$ cat config.mk
export PLATFORM = sky130hd
export DESIGN_NAME = lamp_color_brightness_controller
export DESIGN_NICKNAME = d
export VERILOG_FILES = /design/src/rtl/lcbc_pkg.sv /design/src/rtl/lamp_color_brightness_controller.sv
export SDC_FILE = /design/constraint.sdc
export NUM_CORES = 1
export LEC_CHECK = 0
export BUFFER_PORTS_ARGS = -buffer_cell sky130_fd_sc_hd__buf_2
export CAP_MARGIN = 20
export CORE_MARGIN = 2
export CORE_UTILIZATION = 60
export DETAILED_ROUTE_END_ITERATION = 12
export PLACE_DENSITY = 0.79
export SYNTH_ARGS = -nofsm -noshare
export SYNTH_HDL_FRONTEND = slang
export SYNTH_SLANG_ARGS = --single-unit
export TNS_END_PERCENT = 1
$ cat constraint.sdc
create_clock -name clk_i -period 15.3 [get_ports clk_i]
set_input_delay 0 -clock clk_i [delete_from_list [all_inputs] [get_ports clk_i]]
set_output_delay 0 -clock clk_i [all_outputs]
set_load 0.005 [all_outputs]
$ cat src/rtl/lcbc_pkg.sv
`default_nettype none

package lcbc_pkg;

  // key codes
  localparam logic [7:0] KeyRed     = 8'h01;
  localparam logic [7:0] KeyGreen   = 8'h02;
  localparam logic [7:0] KeyBlue    = 8'h03;
  localparam logic [7:0] KeyWhite   = 8'h04;
  localparam logic [7:0] KeyPlus    = 8'h20;
  localparam logic [7:0] KeyMinus   = 8'h10;
  localparam logic [7:0] KeyOff     = 8'h3f;
  localparam logic [7:0] KeyTimeout = 8'hff;

  // selected colour codes
  localparam logic [2:0] ColNone  = 3'd0;
  localparam logic [2:0] ColRed   = 3'd1;
  localparam logic [2:0] ColGreen = 3'd2;
  localparam logic [2:0] ColBlue  = 3'd3;
  localparam logic [2:0] ColWhite = 3'd4;

  localparam logic [7:0] RedPreset      = 8'd47;
  localparam logic [7:0] OtherPreset    = 8'd111;
  localparam logic [7:0] ResetRedDuty   = 8'd47;
  localparam logic [7:0] ResetOtherDuty = 8'd95;
  localparam logic [7:0] IdleLimit      = 8'd30;

  localparam int unsigned CfgIdxW = 4;

  typedef enum logic [CfgIdxW-1:0] {
    CfgRedMax   = 4'd0,
    CfgRedMin   = 4'd1,
    CfgGreenMax = 4'd2,
    CfgGreenMin = 4'd3,
    CfgBlueMax  = 4'd4,
    CfgBlueMin  = 4'd5,
    CfgWhiteMin = 4'd6,
    CfgStep     = 4'd7
  } cfg_idx_e;

  localparam logic [7:0] RstRedMax   = 8'd127;
  localparam logic [7:0] RstRedMin   = 8'd15;
  localparam logic [7:0] RstGreenMax = 8'd200;
  localparam logic [7:0] RstGreenMin = 8'd15;
  localparam logic [7:0] RstBlueMax  = 8'd200;
  localparam logic [7:0] RstBlueMin  = 8'd15;
  localparam logic [7:0] RstWhiteMin = 8'd15;
  localparam logic [7:0] RstStep     = 8'd16;

endpackage

`default_nettype wire

$ cat src/rtl/lamp_color_brightness_controller.sv
// The result word is registered from each accepted key word.
// Throughput: one word per cycle; the result register is the only stage, and the
// input stalls only while a result is held by a stalled output.
// Reset (async, active low): no colour, lamps dark, duty 0, fan off, PWM running,
// colour duties red 47 / others 95, limits and step at their reset values.
// The configuration port is always ready.
`default_nettype none

module lamp_color_brightness_controller (
  input  wire logic                           clk_i,
  input  wire logic                           rst_ni,
  // config write channel
  input  wire logic                           cfg_valid_i,
  output logic                                cfg_ready_o,
  input  wire logic [lcbc_pkg::CfgIdxW-1:0]   cfg_index_i,
  input  wire logic [7:0]                     cfg_data_i,
  // key input channel
  input  wire logic                           in_valid_i,
  output logic                                in_stall_o,
  input  wire logic [7:0]                     command_i,
  input  wire logic [7:0]                     idle_seconds_i,
  // result channel
  output logic                                out_valid_o,
  input  wire logic                           out_stall_i,
  output logic [3:0]                          lamp_enables_o,
  output logic [7:0]                          pwm_duty_o,
  output logic                                pwm_running_o,
  output logic                                fan_request_o,
  output logic                                restart_idle_timer_o
);

  // configuration registers
  logic [7:0] red_max_q, red_min_q, green_max_q, green_min_q;
  logic [7:0] blue_max_q, blue_min_q, white_min_q, step_q;

  // block state
  logic [2:0] sel_q, sel_d;
  logic       lit_q, lit_d;
  logic [7:0] duty_q [4];
  logic [3:0] lamp_q, lamp_d;
  logic [7:0] cur_q, cur_d;
  logic       fan_q, fan_d;
  logic       pwm_on_q, pwm_on_d;
  logic       restart_q, restart_d;
  logic       out_valid_q;

  logic       in_accept;
  logic       duty_we;
  logic [1:0] duty_widx;
  logic [7:0] duty_wdata;

  // adjust path
  logic [1:0] sel_idx;
  logic [7:0] sel_duty;
  logic [7:0] hi, lo;
  logic [8:0] sum;
  logic [7:0] diff;
  logic [7:0] up_duty, dn_duty;
  logic       sel_valid;

  assign cfg_ready_o = 1'b1;
  assign in_stall_o  = out_valid_q & out_stall_i;
  assign in_accept   = in_valid_i & ~in_stall_o;

  always_ff @(posedge clk_i or negedge rst_ni) begin
    if (!rst_ni) begin
      red_max_q   <= lcbc_pkg::RstRedMax;
      red_min_q   <= lcbc_pkg::RstRedMin;
      green_max_q <= lcbc_pkg::RstGreenMax;
      green_min_q <= lcbc_pkg::RstGreenMin;
      blue_max_q  <= lcbc_pkg::RstBlueMax;
      blue_min_q  <= lcbc_pkg::RstBlueMin;
      white_min_q <= lcbc_pkg::RstWhiteMin;
      step_q      <= lcbc_pkg::RstStep;
    end else if (cfg_valid_i) begin
      unique case (cfg_index_i)
        lcbc_pkg::CfgRedMax:   red_max_q   <= cfg_data_i;
        lcbc_pkg::CfgRedMin:   red_min_q   <= cfg_data_i;
        lcbc_pkg::CfgGreenMax: green_max_q <= cfg_data_i;
        lcbc_pkg::CfgGreenMin: green_min_q <= cfg_data_i;
        lcbc_pkg::CfgBlueMax:  blue_max_q  <= cfg_data_i;
        lcbc_pkg::CfgBlueMin:  blue_min_q  <= cfg_data_i;
        lcbc_pkg::CfgWhiteMin: white_min_q <= cfg_data_i;
        lcbc_pkg::CfgStep:     step_q      <= cfg_data_i;
        default: ;
      endcase
    end
  end

  // limits and saturating step for the selected colour
  assign sel_valid = (sel_q >= lcbc_pkg::ColRed) && (sel_q <= lcbc_pkg::ColWhite);
  assign sel_idx   = 2'(sel_q - 3'd1);
  assign sel_duty  = duty_q[sel_idx];

  always_comb begin
    case (sel_q)
      lcbc_pkg::ColRed:  hi = red_max_q;
      lcbc_pkg::ColBlue: hi = blue_max_q;
      default:           hi = green_max_q;  // white shares green's ceiling
    endcase
    case (sel_q)
      lcbc_pkg::ColRed:   lo = red_min_q;
      lcbc_pkg::ColGreen: lo = green_min_q;
      lcbc_pkg::ColBlue:  lo = blue_min_q;
      default:            lo = white_min_q;
    endcase
  end

  assign sum     = {1'b0, sel_duty} + {1'b0, step_q};
  assign diff    = sel_duty - step_q;
  assign up_duty = (sum > {1'b0, hi}) ? hi : sum[7:0];
  assign dn_duty = ((sel_duty < step_q) || (diff < lo)) ? lo : diff;

  always_comb begin
    sel_d      = sel_q;
    lit_d      = lit_q;
    lamp_d     = lamp_q;
    cur_d      = cur_q;
    fan_d      = fan_q;
    pwm_on_d   = pwm_on_q;
    restart_d  = 1'b0;
    duty_we    = 1'b0;
    duty_widx  = sel_idx;
    duty_wdata = lcbc_pkg::OtherPreset;
    unique case (command_i) inside
      lcbc_pkg::KeyRed, lcbc_pkg::KeyGreen, lcbc_pkg::KeyBlue, lcbc_pkg::KeyWhite: begin
        sel_d      = command_i[2:0];
        lit_d      = 1'b1;
        duty_we    = 1'b1;
        duty_widx  = 2'(command_i[2:0] - 3'd1);
        duty_wdata = (command_i == lcbc_pkg::KeyRed) ? lcbc_pkg::RedPreset
                                                     : lcbc_pkg::OtherPreset;
        cur_d      = duty_wdata;
        // red clears the other lamps first
        lamp_d     = ((command_i == lcbc_pkg::KeyRed) ? 4'b0000 : lamp_q)
                     | (4'b0001 << duty_widx);
        fan_d      = 1'b1;
        restart_d  = 1'b1;
      end
      lcbc_pkg::KeyPlus, lcbc_pkg::KeyMinus: begin
        if (lit_q) begin
          if (sel_valid) begin
            duty_we    = 1'b1;
            duty_wdata = (command_i == lcbc_pkg::KeyPlus) ? up_duty : dn_duty;
            cur_d      = duty_wdata;
            lamp_d     = 4'b0001 << sel_idx;
          end
          fan_d     = 1'b1;
          restart_d = 1'b1;
        end
      end
      lcbc_pkg::KeyOff: begin
        sel_d  = lcbc_pkg::ColNone;
        lit_d  = 1'b0;
        lamp_d = 4'b0000;
        cur_d  = 8'd0;
        if (idle_seconds_i > lcbc_pkg::IdleLimit) begin
          fan_d = 1'b0;
        end
      end
      lcbc_pkg::KeyTimeout: begin
        sel_d    = lcbc_pkg::ColNone;
        lit_d    = 1'b0;
        lamp_d   = 4'b0000;
        cur_d    = 8'd0;
        fan_d    = 1'b0;
        pwm_on_d = 1'b0;
      end
      default: ;
    endcase
  end

  always_ff @(posedge clk_i or negedge rst_ni) begin
    if (!rst_ni) begin
      sel_q     <= lcbc_pkg::ColNone;
      lit_q     <= 1'b0;
      duty_q[0] <= lcbc_pkg::ResetRedDuty;
      duty_q[1] <= lcbc_pkg::ResetOtherDuty;
      duty_q[2] <= lcbc_pkg::ResetOtherDuty;
      duty_q[3] <= lcbc_pkg::ResetOtherDuty;
      lamp_q    <= 4'b0000;
      cur_q     <= 8'd0;
      fan_q     <= 1'b0;
      pwm_on_q  <= 1'b1;
      restart_q <= 1'b0;
    end else if (in_accept) begin
      sel_q     <= sel_d;
      lit_q     <= lit_d;
      lamp_q    <= lamp_d;
      cur_q     <= cur_d;
      fan_q     <= fan_d;
      pwm_on_q  <= pwm_on_d;
      restart_q <= restart_d;
      if (duty_we) begin
        duty_q[duty_widx] <= duty_wdata;
      end
    end
  end

  always_ff @(posedge clk_i or negedge rst_ni) begin
    if (!rst_ni) begin
      out_valid_q <= 1'b0;
    end else if (in_accept) begin
      out_valid_q <= 1'b1;
    end else if (!out_stall_i) begin
      out_valid_q <= 1'b0;
    end
  end

  // result word mirrors the state left by the last accepted key
  assign out_valid_o          = out_valid_q;
  assign lamp_enables_o       = lamp_q;
  assign pwm_duty_o           = cur_q;
  assign pwm_running_o        = pwm_on_q;
  assign fan_request_o        = fan_q;
  assign restart_idle_timer_o = restart_q;

  a_red_only: assert property (@(posedge clk_i) disable iff (!rst_ni)
    in_accept && (command_i == lcbc_pkg::KeyRed) |=> lamp_enables_o == 4'b0001)
    else $error("red key must leave only the red lamp on");

  a_timeout_dark: assert property (@(posedge clk_i) disable iff (!rst_ni)
    in_accept && (command_i == lcbc_pkg::KeyTimeout)
    |=> out_valid_o && !pwm_running_o && !fan_request_o && (lamp_enables_o == 4'b0000))
    else $error("timeout off must stop pwm, fan and lamps");

  a_pwm_sticky: assert property (@(posedge clk_i) disable iff (!rst_ni)
    !$rose(pwm_on_q))
    else $error("pwm restarted without reset");

  a_lit_has_colour: assert property (@(posedge clk_i) disable iff (!rst_ni)
    lit_q |-> sel_valid)
    else $error("lit with no colour selected");

  a_unlit_step_quiet: assert property (@(posedge clk_i) disable iff (!rst_ni)
    in_accept && !lit_q && ((command_i == lcbc_pkg::KeyPlus) ||
    (command_i == lcbc_pkg::KeyMinus)) |=> !restart_idle_timer_o && $stable(pwm_duty_o))
    else $error("plus/minus while dark changed state");

endmodule

`default_nettype wire
==> summary.txt <==
post-route ant nets - 0
cell chain of the critical path - inv_1 > ha_1 > mux4_2 > ha_1 > inv_1 > fa_1 > or2_2 > a211o_1 > a311oi_1 > ha_1 > a22oi_1 > nand2_1 > o211ai_1 > nand3_1 > o211ai_1 > o311ai_0 > mux2_2
Worst Setup End Kind - flip-flop
synth warn - 0
CTS Hold Buffers Added - 18
Num CTS Buffers - 17
Syn Inst Count - 683
first-pass GRT wire length - 31420 um
Num Clock Sinks - 116
RR Startpoint - sel_q[0]
I/O pins - 51
initial antenna violation count - 0
vias in the first global route - 5977
DP HPWL - 13750 um
post-synthesis sequential area ratio - 41.63%
vias per cell - 6.559
violated checks - design-rule violations
Synth cell types - 72
Layout Skew - 0.01118 ns
final instance area - 8187 um^2
Final Util - 71.09%
Max VDD drop - 0.0001093 V
Worst Tran Pin Value - 1.107 ns
Slowest cell on crit path - dfrtp_1
Worst path max stage delay - 0.91 ns
total congestion overflow - 0
flop-to-flop setup slack - 9.03 ns
drt initial violations - 650
Total Die Area - 12780 um^2
Post-synth ARST share - 100.0%
drt wl/cell - 21.70 um
Hold Crit Class - in2reg
synthesis-stage register bit count - 116
DRC - 1
chip width - 113.0 um
final setup vio count - 0
fin crit share - 40.99%
Max-Cap Viols - 0
arrival time worst endpoint - 6.62 ns
CTS tree - yes
number of H-tree levels - 4
clock slew at reported path FFs - 0.05 ns
Initial Util - 61.95%
Final Wtd Congestion - 0.9486
most frequent cells in the layout - 62 x mux2_2, 62 x dfrtp_1, 54 x dfstp_2
Worst Path Required - 15.65 ns
GRT Resource Usage Total - 32.06%
r2r endpoint - duty_q[1]
fmax - 159.5 MHz
Slew HR - 25.25%
Post-synth top flop - dfrtp_1
fin crit period - 6.271 ns
cell area after synthesis - 7134 um^2
setup TNS - 0 ns
LEAKAGE - 3.524 nW
Port Buffer Count - 49
via count - 5890
clock latency on the worst-skew pair - 0.43 ns
maximum clock path buffer count - 2
number of synthesized flops with an enable pin - 0
crit path kind - reg2reg
top post-synthesis cells by area - dfrtp_1 22%, dfstp_2 20%, mux2_2 9.8%
setup bufs post-CTS - 0
Cell Area, Placed - 7423 um^2
average size of a mapped cell - 10.45 um^2
cell taking the most area after synthesis - dfrtp_1
Pre-Repair DR Iteration Count - 10
Final Hold Viols - 0
Synth top area share - 21.75%
CP max FO - 16
Net Count, Synth - 765
reg2reg path depth - 17
layout cell share with drive strength beyond 1 - 30.20%
Core ar. - 11520 um^2
DIE HEIGHT - 113.0 um
Slew Viols, Final - 0
P&R area growth vs syn - 14.75%
CP startpoint kind - flip-flop
status - finished with violations
clk root buf - clkbuf_16
final wirelength - 19490 um
CP dominant cell by count - ha_1
unrepaired setup endpoints after global routing - no
Rows - 39
# diodes - 0
Setup crit end - duty_q[1]
Power Density - 151.1 nW/um^2
Crit. Startpoint - sel_q[0]
nets@finish - 824
CTS resizes - 0
largest net degree at the start of global routing - 66
Min Hold Slack - 0.08123 ns
cell usage after synthesis (12+ instances only):
cell and instances:
dfrtp_1 62, mux2_2 62, dfstp_2 54, nand2_1 49, nor2_1 49, ha_1 47
a21oi_1 42, o21ai_0 33, inv_1 31, clkbuf_1 15, a22oi_1 12, a31oi_1 12
sequential cells by signal, indices dropped and copies added (netlist names), 3 cells and up:
name            cells
white_min_q         8
step_q              8
green_min_q         8
blue_max_q          8
lamp_enables_o      4
green_max_q         8
duty_q             32
sel_q               3
red_min_q           8
blue_min_q          8
red_max_q           8
pwm_duty_o          8
stage by stage:
step           cells  power (mW)  setup WS, ns
3_5_place_dp     847      0.8353         9.130
5_1_grt          898       1.301         8.678
3_3_place_gp     846      0.8192         9.528
4_1_cts          897       1.230         9.160
6_report         898       1.237         9.029
2_1_floorplan    683      0.7086         10.04
logic make-up (layout without fill, tap and decap cells):
logic type      after synthesis  after routing  synth area share [%]
mux                          78             78                 13.49
simple gates                187            187                 13.75
xor+xnor                     10             10                 1.228
buf+inv                      62            134                 3.841
compound gates              180            180                 17.20
fa+ha+maj                    49             49                 8.804
other cells                   1              1               0.05256
flops                       116            116                 41.63
metal layers:
layer  GRT usage [%]  routed length [um]  up-vias
met5               0                   0        -
li1                -                   -     2648
met2           51.14                9374      291
met1           41.44                7951     2884
met4           13.25                 671        0
met3           8.998                1490       67
power breakdown:
group | internal, mW | switching [mW] | total (mW) | leakage (nW)
registers | 0.375 | 0.0356 | 0.411 | 1.35
clock network | 0.233 | 0.155 | 0.388 | 0.272
logic | 0.176 | 0.262 | 0.438 | 1.91
worst min-delay path by stage:
stage	cells after the start	slack, ns	endpoint	start
4_1_cts	5	0.07	fan_request_o	idle_seconds_i[5]
2_1_floorplan	0	-0.30	blue_max_q[0]	rst_ni
3_5_place_dp	1	0.06	blue_min_q[5]	rst_ni
6_report	5	0.08	fan_request_o	idle_seconds_i[5]
3_3_place_gp	1	0.05	red_min_q[5]	rst_ni
5_1_grt	3	0.11	white_min_q[6]	cfg_index_i[0]
critical path, delay by kind of cell, from the launching register on:
family | cells | cell delay [ns]
AOI/OAI and AO/OA | 6 | 1.99
adders and majority gates | 4 | 1.61
buffers and inverters | 2 | 0.29
DFF | 1 | 0.91
muxes | 2 | 0.76
and+or+nand+nor | 3 | 0.62
cell type report:
type                    instances  area (um^2)
multi-input cells             505         3890
fillers                       799         3329
flip-flops and latches        116         2970
repair buffers                 71        455.4
clock buffers                  19        452.9
well taps                     143        178.9
clock inverters                13        122.6
inverters                      31        116.4
Power figures use the tool's default switching activity.
